==> config.mk <==
export PLATFORM = sky130hd
export DESIGN_NAME = huffman_code_builder
export DESIGN_NICKNAME = d
export VERILOG_FILES = /design/src/hcb_pkg.sv /design/src/hcb_ram.sv /design/src/huffman_code_builder.sv
export SDC_FILE = /design/constraint.sdc
export NUM_CORES = 1
export LEC_CHECK = 0
export BUFFER_PORTS_ARGS = -buffer_cell sky130_fd_sc_hd__buf_2
export CORE_AREA = 5 5 248 250
export DETAILED_ROUTE_END_ITERATION = 6
export DIE_AREA = 0 0 253 255
export PLACE_DENSITY = 0.9
export SLEW_MARGIN = 10
export SYNTH_ARGS = -nofsm -noshare
export SYNTH_HDL_FRONTEND = slang
export SYNTH_HIERARCHICAL = 1
export SYNTH_SLANG_ARGS = --single-unit
==> constraint.sdc <==
create_clock -name aclk -period 6.8 [get_ports aclk]
set_clock_uncertainty 0.1 [all_clocks]
set_input_delay 0.34 -clock aclk [delete_from_list [all_inputs] [get_ports aclk]]
set_output_delay 0.34 -clock aclk [all_outputs]
set_load 0.005 [all_outputs]
==> src/hcb_pkg.sv <==
`timescale 1ns / 1ps
`default_nettype none

package hcb_pkg;

    localparam int DEF_MAX_SYMBOLS = 16;
    localparam int DEF_FREQ_BITS   = 16;

    localparam int FREQ_IN_W   = 16;
    localparam int SYMBOL_W    = 8;
    localparam int CODE_BITS_W = 15;
    localparam int CODE_LEN_W  = 4;

    localparam int S_TDATA_W = 24;
    localparam int M_TDATA_W = 32;

endpackage

`default_nettype wire

==> src/hcb_ram.sv <==
`timescale 1ns / 1ps
`default_nettype none

module hcb_ram #(
    parameter int WIDTH = 8,
    parameter int DEPTH = 16
) (
    input  wire logic                     aclk,
    input  wire logic                     we,
    input  wire logic [$clog2(DEPTH)-1:0] waddr,
    input  wire logic [WIDTH-1:0]         wdata,
    input  wire logic [$clog2(DEPTH)-1:0] raddr,
    output logic      [WIDTH-1:0]         rdata
);

    logic [WIDTH-1:0] mem [DEPTH];

    always_ff @(posedge aclk) begin
        if (we) begin
            mem[waddr] <= wdata;
        end
        rdata <= mem[raddr];
    end

endmodule

`default_nettype wire

==> src/huffman_code_builder.sv <==
// huffman code builder
// input words on s_*: frequency and symbol in s_tdata, s_tlast closes the set.
// words beyond MAX_SYMBOLS are dropped and flag overflow for the whole run.
// s_tready is high only while loading; after the closing word the block
// builds the tree and then sends one word per loaded symbol on m_*, in load
// order, with m_tlast on the final one and overflow in m_tuser.
// tree build: n-1 merge passes over a single slot memory read port; each pass
// has one read and one compare state per live slot, then the merge A and merge B
// write states.
// code readout: per symbol a start state, then a check and an evaluate state per
// tree level walked through the node memory, then the output handshake.
// the output word is held in a register until m_tready; while it stalls the
// sequencer waits and nothing is lost. loading resumes after the last word.
// reset (aresetn low, synchronous) empties the set and returns to loading;
// memories need no clearing since every entry is written before it is read.
`timescale 1ns / 1ps
`default_nettype none

module huffman_code_builder
    import hcb_pkg::*;
#(
    parameter int MAX_SYMBOLS = DEF_MAX_SYMBOLS,
    parameter int FREQ_BITS   = DEF_FREQ_BITS
) (
    input  wire logic                 aclk,
    input  wire logic                 aresetn,
    input  wire logic                 s_tvalid,
    output logic                      s_tready,
    input  wire logic [S_TDATA_W-1:0] s_tdata,   // frequency[15:0], symbol[23:16]
    input  wire logic                 s_tlast,
    output logic                      m_tvalid,
    input  wire logic                 m_tready,
    output logic      [M_TDATA_W-1:0] m_tdata,   // symbol_out, code_bits, code_length, zero pad
    output logic                      m_tuser,   // overflow
    output logic                      m_tlast
);

    localparam int IDX_W  = $clog2(MAX_SYMBOLS);
    localparam int CNT_W  = $clog2(MAX_SYMBOLS + 1);
    localparam int NODES  = 2 * MAX_SYMBOLS - 1;
    localparam int NODE_W = $clog2(NODES);
    localparam int WW     = FREQ_BITS + $clog2(MAX_SYMBOLS);
    localparam int SLOT_W = NODE_W + WW;

    typedef enum logic [2:0] {
        ST_LOAD, ST_SCAN_RD, ST_SCAN_CMP, ST_MERGE_A, ST_MERGE_B,
        ST_EM_START, ST_WALK_CHK, ST_WALK_EV
    } state_t;

    state_t state_reg;
    logic               out_wait_reg;
    logic [CNT_W-1:0]   cnt_reg, live_reg;
    logic               ovf_reg;
    logic [IDX_W-1:0]   k_reg, sidx_reg, m1_idx_reg, m2_idx_reg;
    logic [WW-1:0]      w1_reg, w2_reg, last_w_reg;
    logic [NODE_W-1:0]  n1_reg, n2_reg, last_n_reg, next_reg, root_reg, node_reg;
    logic               m2v_reg;
    logic [CODE_BITS_W-1:0] code_reg;
    logic [IDX_W-1:0]   len_reg;
    logic [SYMBOL_W-1:0]    o_sym_reg;
    logic [CODE_BITS_W-1:0] o_code_reg;
    logic [CODE_LEN_W-1:0]  o_len_reg;
    logic               o_last_reg;

    logic               slot_we, node_we, sym_we;
    logic [IDX_W-1:0]   slot_waddr;
    logic [SLOT_W-1:0]  slot_wdata, slot_rdata;
    logic [NODE_W-1:0]  node_waddr;
    logic [NODE_W:0]    node_wdata, node_rdata;
    logic [SYMBOL_W-1:0] sym_rdata;
    logic [WW-1:0]      fmask, fin, sum, rd_w;
    logic [NODE_W-1:0]  rd_n;
    logic               accept;
    logic [CNT_W-1:0]   cnt_next;

    assign fmask    = (WW'(1) << FREQ_BITS) - WW'(1);
    assign fin      = WW'(s_tdata[FREQ_IN_W-1:0]) & fmask;
    assign sum      = w1_reg + w2_reg;
    assign rd_w     = slot_rdata[WW-1:0];
    assign rd_n     = slot_rdata[SLOT_W-1:WW];
    assign accept   = s_tvalid && s_tready;
    assign cnt_next = (cnt_reg < CNT_W'(MAX_SYMBOLS)) ? cnt_reg + CNT_W'(1) : cnt_reg;

    assign s_tready = (state_reg == ST_LOAD);
    assign m_tvalid = out_wait_reg;
    assign m_tdata  = {{(M_TDATA_W - SYMBOL_W - CODE_BITS_W - CODE_LEN_W){1'b0}},
                       o_len_reg, o_code_reg, o_sym_reg};
    assign m_tuser  = ovf_reg;
    assign m_tlast  = o_last_reg;

    always_comb begin
        slot_we    = 1'b0;
        slot_waddr = m1_idx_reg;
        slot_wdata = {next_reg, sum};
        node_we    = 1'b0;
        node_waddr = n1_reg;
        node_wdata = {next_reg, 1'b0};
        sym_we     = 1'b0;
        case (state_reg)
            ST_LOAD: begin
                if (accept && cnt_reg < CNT_W'(MAX_SYMBOLS)) begin
                    slot_we    = 1'b1;
                    sym_we     = 1'b1;
                    slot_waddr = IDX_W'(cnt_reg);
                    slot_wdata = {NODE_W'(cnt_reg), fin};
                end
            end
            ST_MERGE_A: begin
                slot_we = 1'b1;
                node_we = 1'b1;
            end
            ST_MERGE_B: begin
                slot_we    = 1'b1;
                slot_waddr = m2_idx_reg;
                slot_wdata = {last_n_reg, last_w_reg};
                node_we    = 1'b1;
                node_waddr = n2_reg;
                node_wdata = {next_reg, 1'b1};
            end
            default: begin
            end
        endcase
    end

    hcb_ram #(.WIDTH(SLOT_W), .DEPTH(MAX_SYMBOLS)) u_slot_ram (
        .aclk(aclk), .we(slot_we), .waddr(slot_waddr), .wdata(slot_wdata),
        .raddr(k_reg), .rdata(slot_rdata)
    );

    hcb_ram #(.WIDTH(NODE_W + 1), .DEPTH(NODES)) u_node_ram (
        .aclk(aclk), .we(node_we), .waddr(node_waddr), .wdata(node_wdata),
        .raddr(node_reg), .rdata(node_rdata)
    );

    hcb_ram #(.WIDTH(SYMBOL_W), .DEPTH(MAX_SYMBOLS)) u_sym_ram (
        .aclk(aclk), .we(sym_we), .waddr(IDX_W'(cnt_reg)),
        .wdata(s_tdata[FREQ_IN_W +: SYMBOL_W]), .raddr(sidx_reg), .rdata(sym_rdata)
    );

    always_ff @(posedge aclk) begin
        if (!aresetn) begin
            state_reg    <= ST_LOAD;
            out_wait_reg <= 1'b0;
            cnt_reg      <= '0;
            ovf_reg      <= 1'b0;
        end else begin
            case (state_reg)
                ST_LOAD: begin
                    if (accept) begin
                        cnt_reg <= cnt_next;
                        if (cnt_reg == CNT_W'(MAX_SYMBOLS)) begin
                            ovf_reg <= 1'b1;
                        end
                        if (s_tlast) begin
                            live_reg <= cnt_next;
                            next_reg <= NODE_W'(cnt_next);
                            k_reg    <= '0;
                            sidx_reg <= '0;
                            root_reg <= '0;
                            state_reg <= (cnt_next > CNT_W'(1)) ? ST_SCAN_RD : ST_EM_START;
                        end
                    end
                end
                ST_SCAN_RD: begin
                    state_reg <= ST_SCAN_CMP;
                end
                ST_SCAN_CMP: begin
                    if (k_reg == '0) begin
                        m1_idx_reg <= k_reg;
                        w1_reg     <= rd_w;
                        n1_reg     <= rd_n;
                        m2v_reg    <= 1'b0;
                    end else if (rd_w < w1_reg) begin
                        m2_idx_reg <= m1_idx_reg;
                        w2_reg     <= w1_reg;
                        n2_reg     <= n1_reg;
                        m2v_reg    <= 1'b1;
                        m1_idx_reg <= k_reg;
                        w1_reg     <= rd_w;
                        n1_reg     <= rd_n;
                    end else if (!m2v_reg || rd_w < w2_reg) begin
                        m2_idx_reg <= k_reg;
                        w2_reg     <= rd_w;
                        n2_reg     <= rd_n;
                        m2v_reg    <= 1'b1;
                    end
                    if (k_reg == IDX_W'(live_reg - CNT_W'(1))) begin
                        last_w_reg <= rd_w;
                        last_n_reg <= rd_n;
                        state_reg  <= ST_MERGE_A;
                    end else begin
                        k_reg     <= k_reg + IDX_W'(1);
                        state_reg <= ST_SCAN_RD;
                    end
                end
                ST_MERGE_A: begin
                    if (m1_idx_reg == IDX_W'(live_reg - CNT_W'(1))) begin
                        last_w_reg <= sum;
                        last_n_reg <= next_reg;
                    end
                    state_reg <= ST_MERGE_B;
                end
                ST_MERGE_B: begin
                    live_reg <= live_reg - CNT_W'(1);
                    next_reg <= next_reg + NODE_W'(1);
                    k_reg    <= '0;
                    if (live_reg == CNT_W'(2)) begin
                        root_reg  <= next_reg;
                        state_reg <= ST_EM_START;
                    end else begin
                        state_reg <= ST_SCAN_RD;
                    end
                end
                ST_EM_START: begin
                    node_reg  <= NODE_W'(sidx_reg);
                    code_reg  <= '0;
                    len_reg   <= '0;
                    state_reg <= ST_WALK_CHK;
                end
                ST_WALK_CHK: begin
                    if (out_wait_reg) begin
                        if (m_tready) begin
                            out_wait_reg <= 1'b0;
                            if (o_last_reg) begin
                                cnt_reg   <= '0;
                                ovf_reg   <= 1'b0;
                                state_reg <= ST_LOAD;
                            end else begin
                                sidx_reg  <= sidx_reg + IDX_W'(1);
                                state_reg <= ST_EM_START;
                            end
                        end
                    end else if (node_reg == root_reg) begin
                        out_wait_reg <= 1'b1;
                        o_sym_reg    <= sym_rdata;
                        o_code_reg   <= code_reg;
                        o_len_reg    <= CODE_LEN_W'(len_reg);
                        o_last_reg   <= (sidx_reg == IDX_W'(cnt_reg - CNT_W'(1)));
                    end else begin
                        state_reg <= ST_WALK_EV;
                    end
                end
                ST_WALK_EV: begin
                    if (32'(len_reg) < CODE_BITS_W) begin
                        code_reg[len_reg[$clog2(CODE_BITS_W)-1:0]] <= node_rdata[0];
                    end
                    len_reg   <= len_reg + IDX_W'(1);
                    node_reg  <= node_rdata[NODE_W:1];
                    state_reg <= ST_WALK_CHK;
                end
                default: begin
                    state_reg <= ST_LOAD;
                end
            endcase
        end
    end

    a_no_load_while_out: assert property (@(posedge aclk) disable iff (!aresetn)
        m_tvalid |-> !s_tready)
        else $error("input ready while result pending");

    a_cnt_range: assert property (@(posedge aclk) disable iff (!aresetn)
        cnt_reg <= CNT_W'(MAX_SYMBOLS))
        else $error("symbol count beyond capacity");

    a_scan_live: assert property (@(posedge aclk) disable iff (!aresetn)
        (state_reg == ST_SCAN_CMP) |-> (live_reg >= CNT_W'(2)))
        else $error("merge pass with fewer than two live slots");

    a_out_nonempty: assert property (@(posedge aclk) disable iff (!aresetn)
        m_tvalid |-> (cnt_reg != '0))
        else $error("result word with empty set");

endmodule

`default_nettype wire

=== Word level (Yosys, flattened, before mapping) ===
Memory sizes are Yosys's and may differ from the RTL's. A register that Yosys moved wholly into a read port is not among the register bits.
Cells that the tools add are included.
W data, S select, Z words.

* Memory bits (writable): 714
* Memories kept: 3
* Bits of input ports: 29
* ROM bits: 0
* Register bits after elaboration: 169
* Logic and storage cells: 187
* Latch bits: 0

{| class="wikitable"
|+ Memory list
! name !! depth !! bits a word !! read ports !! clocked after memory_dff !! wr ports !! RTL line !! text
|-
| u_slot_ram.mem || 16 || 25 || 1 || 1 || 1 || hcb_ram.sv:16 || <nowiki>logic [WIDTH-1:0] mem [DEPTH];</nowiki>
|-
| u_node_ram.mem || 31 || 6 || 1 || 1 || 1 || hcb_ram.sv:16 ||
|-
| u_sym_ram.mem || 16 || 8 || 1 || 1 || 1 || hcb_ram.sv:16 ||
|}

* Bitwise operators: 2
* Div/mod/pow operators: 0
* Order comparisons: 7
* Equal/unequal tests: 27
* Reduce and logical (&&, ||, !) cells: 31
* Muxes and demuxes: 84
* $mul: 0
* $add $sub $neg: 8
* Shift-type cells: 0

{| class="wikitable"
|+ Operators by type and width
! operator !! number
|-
| $mux W20 || 6
|-
| $mux W5 || 17
|-
| $pmux W5 S2 || 6
|-
| $pmux W25 S2 || 1
|-
| $mux W4 || 11
|-
| $lt A20 B20 Y1 || 2
|-
| $pmux W20 S2 || 1
|-
| $pmux W15 S2 || 1
|-
| $mux W25 || 1
|-
| $mux W3 || 8
|-
| $pmux W4 S2 || 3
|-
| $mux W1 || 21
|-
| $pmux W3 S7 || 1
|-
| $add A20 B20 Y20 || 1
|-
| $reduce_and A4 Y1 || 5
|-
| $ne A2 B2 Y1 const B || 9
|-
| $bwmux W15 || 1
|-
| $mux W15 || 1
|-
| $reduce_and A5 Y1 || 3
|-
| $add A4 B1 Y4 const B || 3
|-
| $eq A3 B3 Y1 const B || 4
|-
| $eq A4 B4 Y1 || 3
|-
| $pmux W4 S3 || 1
|-
| $reduce_bool A2 Y1 || 6
|-
| 30 further kinds || 43
|}

=== Depth between registers and ports, before layout ===
* Depth in word-level cells: 7
* Depth in mapped cells: 10

=== Modules after synthesis ===
The synthesis kept the hierarchy.

{| class="wikitable"
|+ Modules (own cells, without submodules)
! module !! area an instance (um^2) !! sequential area each (um^2) !! cells an instance !! instances
|-
| hcb_ram at u_slot_ram || 15551.2 || 12512.0 || 660 || 1
|-
| huffman_code_builder || 9785.6 || 4974.8 || 885 || 1
|-
| hcb_ram at u_node_ram || 7542.2 || 5705.5 || 387 || 1
|-
| hcb_ram at u_sym_ram || 5147.4 || 4003.8 || 229 || 1
|}

=== Worst setup path before layout ===
OpenSTA, ideal clock, no wires.

* Kind: register to register
* From: reg state_reg[2]
* To: mem u_slot_ram/mem[0][0] (netlist name), enable pin
* Cell stages (with the launch flop): 9
* Slack: 2387 ps
* Arrival: 3875 ps
* Path buffers: 2
* Library setup time: 438 ps
* Required time: 6262 ps
* Cell sequence: dfxtp_1 buf_2 nor3_1 nand2_1 nor2_1 buf_2 or2_2 or3b_2 nor3_1

* Word-level cells in the longest chain between the ends: 7
* Elaborated cells on any way between the ends: 12
* Those cells by class: 2 x eq/ne; 6 x mux; 4 x reduce/logical

{| class="wikitable"
|+ RTL lines
! what !! RTL line !! text
|-
| from (decl) || huffman_code_builder.sv:50 || <nowiki>state_t state_reg;</nowiki>
|-
| from (signal assigned) || huffman_code_builder.sv:160 || <nowiki>state_reg <= (cnt_next > CNT_W'(1)) ? ST_SCAN_RD : ST_EM_START;</nowiki>
|-
| $logic_not A3 Y1 * || huffman_code_builder.sv:84 || <nowiki>assign s_tready = (state_reg == ST_LOAD);</nowiki>
|-
| net s_tready || huffman_code_builder.sv:28 || <nowiki>output logic s_tready,</nowiki>
|-
| $logic_and A1 B1 Y1 || huffman_code_builder.sv:81 || <nowiki>assign accept = s_tvalid && s_tready;</nowiki>
|-
| $logic_and A1 B1 Y1 || huffman_code_builder.sv:101 || <nowiki>if (accept && cnt_reg < CNT_W'(MAX_SYMBOLS)) begin</nowiki>
|-
| $mux W1 || huffman_code_builder.sv:101 ||
|-
| $pmux W1 S2 * || huffman_code_builder.sv:99 || <nowiki>case (state_reg)</nowiki>
|-
| net slot_we || huffman_code_builder.sv:65 || <nowiki>logic slot_we, node_we, sym_we;</nowiki>
|-
| $mux W1 * || hcb_ram.sv:19 || <nowiki>if (we) begin</nowiki>
|-
| $mux W1 (implied by the code) * || hcb_ram.sv:20 || <nowiki>mem[waddr] <= wdata;</nowiki>
|-
| to (decl) || hcb_ram.sv:16 ||
|}

Mark *: on every way through the listed nets, which the timed path passes. The rest lies on a longest branch.

=== Final worst setup path ===
* From: reg state_reg[1]
* To: mem u_slot_ram/mem[10][14] (netlist name), enable pin

* Elaborated cells on any way between the ends: 12
* Those cells by class: 2 x eq/ne; 6 x mux; 4 x reduce/logical

{| class="wikitable"
|+ RTL lines
! what !! RTL line !! text
|-
| $logic_not A3 Y1 || huffman_code_builder.sv:84, huffman_code_builder.sv:99 ||
|-
| $logic_and A1 B1 Y1 || huffman_code_builder.sv:81 ||
|-
| $logic_and A1 B1 Y1 || huffman_code_builder.sv:101 ||
|-
| $mux W4 || huffman_code_builder.sv:101 ||
|-
| $pmux W4 S2 * || huffman_code_builder.sv:99 ||
|-
| net slot_waddr[1] || huffman_code_builder.sv:66 || <nowiki>logic [IDX_W-1:0] slot_waddr;</nowiki>
|}

Marked as above.

==> flow_metrics.env <==
export IMPL_h_tree_depth=3
export IMPL_cts_buffers=87
export IMPL_grt_max_degree=108
export IMPL_stdcell_area_um2=42250
export IMPL_initial_utilization_pct=64.67
export IMPL_portBuffers=59
export IMPL_dp_hpwl_um=56200
export IMPL_synthToLayoutAreaGrowth_pct=11.11
export IMPL_cts_setup_buffers=0
export IMPL_synthTopCellsByArea="edfxtp_1 (69%), mux4_2 (8.7%), dfxtp_1 (2.6%), ha_1 (2.3%), a22oi_1 (1.8%)"
export IMPL_synth_top_area_share_pct=68.94
export IMPL_largest_register="u_slot_ram/mem"
export IMPL_avgRoutedWirePerCell_um=29.43
export IMPL_leakagePower_nw=14.37
export IMPL_synth_common_cells="edfxtp_1 (873), mux4_2 (147), nand2_1 (134)"
export IMPL_chipHeight_um=255
export IMPL_utilization_pct=71.86
export IMPL_syn_avg_cell_area_um2=17.60
export IMPL_cp_end_kind="flop"
export IMPL_yosysWarnings=6
export IMPL_slew_headroom_pct=19.25
export IMPL_holdCritPathClass="input pin to flop"
export IMPL_startpoint_type="flop"
export IMPL_largest_register_ff_count=400
export IMPL_drive_above_1_share_pct=20.31
export IMPL_clk_pin_slew_ns=0.06
export IMPL_status="finished, violations left"
export IMPL_core_area_um2=58800
export IMPL_drv_cap=0
export IMPL_std_cell_rows=89
export IMPL_drt_pass1_iterations=7
export IMPL_required_ns=7.05
export IMPL_ant_nets=0
export IMPL_synth_most_common_cell="edfxtp_1"
export IMPL_ctsLongestPathBuffers=3
export IMPL_placed_cell_area_um2=39280
export IMPL_finalCritPeriodShare_pct=74.18
export IMPL_avgViaCountPerCell=6.914
export IMPL_worstMarginPinSlew_ns=1.211
export IMPL_drt_iter0_drc=3386
export IMPL_synth_edff_count=873
export IMPL_vias=21628
export IMPL_crit_type="flop to flop"
export IMPL_multi_input_area_um2=10130
export IMPL_route_detailed_drc=5
export IMPL_cp_arrival_ns=5.29
export IMPL_cts_tree="yes"
export IMPL_gp_congestion=1.013
export IMPL_ys_seq_area_share_pct=71.52
export IMPL_dr_wl_met3_um=10310
export IMPL_fin_crit_ns=5.044
export IMPL_finalHoldViolCount=0
export IMPL_grt_pass1_vias=21459
export IMPL_synth_seq_cells=922
export IMPL_critPathMaxFanout=39
export IMPL_n_fill_cell=3199
export IMPL_grt_pass1_wl_um=137200
export IMPL_setup_violations=0
export IMPL_fmax_mhz=198.3
export IMPL_antenna_found_initial=3
export IMPL_grt_ovfl_total=0
export IMPL_async_flop_share_pct=0
export IMPL_track_usage_pct=28.62
export IMPL_setup_slack_ns=1.756
export IMPL_dr_wl_met2_um=45340
export IMPL_synth_area_um2=38030
export IMPL_rsz0062_at_grt="no"
export IMPL_nets=2385
export IMPL_die_w_um=253
export IMPL_regArea_um2=27200
export IMPL_detailedPlace_worstSlack_ns=1.816
export IMPL_p_per_area_nw_per_um2=292.4
export IMPL_routed_wl_um=92060
export IMPL_synth_distinct_cells=76
export IMPL_setup_tns_ns=0
export IMPL_drt_met1_wl_um=32320
export IMPL_clock_sinks=922
export IMPL_syn_inst=2161
export IMPL_clk_latency_ns=0.65
export IMPL_yosys_area_top_type="edfxtp_1"
export IMPL_violations="design-rule violations"
export IMPL_slew_viol_final=0
export IMPL_top_layer_used="met5"
export IMPL_die_area_um2=64520
export IMPL_io_pins=65
export IMPL_reg_largest_list="u_slot_ram/mem x400, u_node_ram/mem x186, u_sym_ram/mem x128"
export IMPL_synth_main_ff_cell="edfxtp_1"
export IMPL_ir_drop_v=0.0002536
export IMPL_root_buffer="clkbuf_16"
==> area by class of cell <==
cell class              count  area share (%)
diodes                      1        0.005922
flip-flops and latches    922           64.36
repair buffers            128           2.008
well taps                 773           2.289
clock inverters            40          0.9417
multi-input cells        1079           23.98
clock buffers             118           5.816
inverters                  67          0.5952
==> critical path: stages (launching register included) <==
cell and delay (ns):
dfxtp_1 0.44, nor2_1 0.71, nand2_1 0.55, inv_2 0.75, a221o_1 0.59, nand2b_1 0.33, nor2_2 0.94, buf_4 0.31
==> kinds of logic (layout without fill, tap and decap cells) <==
kind of cell / count (synthesis) / count (layout) / share of synthesized area (%)
buffers and inverters: 164 / 353 / 2.182
adders and majority gates: 71 / 71 / 2.356
xor gates and xnor gates: 51 / 51 / 1.175
DFF: 922 / 922 / 71.52
and+or+nand+nor: 410 / 410 / 5.067
AOI/OAI and AO/OA: 302 / 302 / 5.298
muxes: 240 / 240 / 12.39
other: 1 / 6 / 0.009862
==> per-layer routing <==
layer  track usage (%)  vias to the layer above
met3             6.016                      288
met1             38.60                    10839
met4             10.47                        2
met5                 0                        -
li1                  -                     8859
met2             47.30                     1640
==> worst paths after layout <==
check	start	endpoint	slack, ns	cells after the start
max	state_reg[1]$_SDFFE_PN0P_	u_slot_ram/mem[10][14]$_DFFE_PP_	1.76	7
min reg2reg	u_sym_ram/rdata[0]$_DFF_P_	o_sym_reg[0]$_DFFE_PP_	0.31	0
min	s_tvalid	cnt_reg[3]$_SDFFE_PN0P_	0.06	4
max reg2reg	state_reg[1]$_SDFFE_PN0P_	u_slot_ram/mem[10][14]$_DFFE_PP_	1.76	7
==> cell usage in the layout, fill, tap and decap left out, types with 8 or more instances in the layout <==
cell,n
edfxtp_1,873
mux4_2,147
nand2_1,134
nor2_1,97
a22oi_1,90
clkbuf_16,90
ha_1,70
o21ai_0,68
inv_1,65
a21oi_1,59
buf_2,59
buf_4,59
dfxtp_1,49
nand3_1,43
xnor2_1,33
mux2i_1,31
mux2_4,29
mux4_1,19
xor2_1,18
clkbuf_1,18
nor3_1,17
clkinv_1,16
mux2_2,14
nand3b_1,14
clkinv_2,12
nor2b_1,11
and3_1,11
and2_1,11
nor2_2,10
nand4_1,10
clkbuf_8,10
dlygate4sd3_1,9
a31oi_1,8
==> per-stage QoR <==
stage,cells,power [mW],hold WS [ns]
finish,3128,12.36,0.05513
global route,3128,12.73,0.04476
CTS,3127,12.39,0.01559
detailed placement,2960,7.580,0.2920
global placement,2960,7.510,0.2913
floorplan,2165,7.203,0.2855
==> power by group <==
group / switching, mW / internal (mW)
combinational: 0.632 / 0.315
sequential: 0.0948 / 6.47
clock: 2.07 / 2.77
==> repair_timing <==
action | in CTS | in global routing
hold endpoints to repair | 129 | 0
hold buffers | 9 | 0
gates resized for setup | 0 | 0
(Power assumes the default switching activity.)
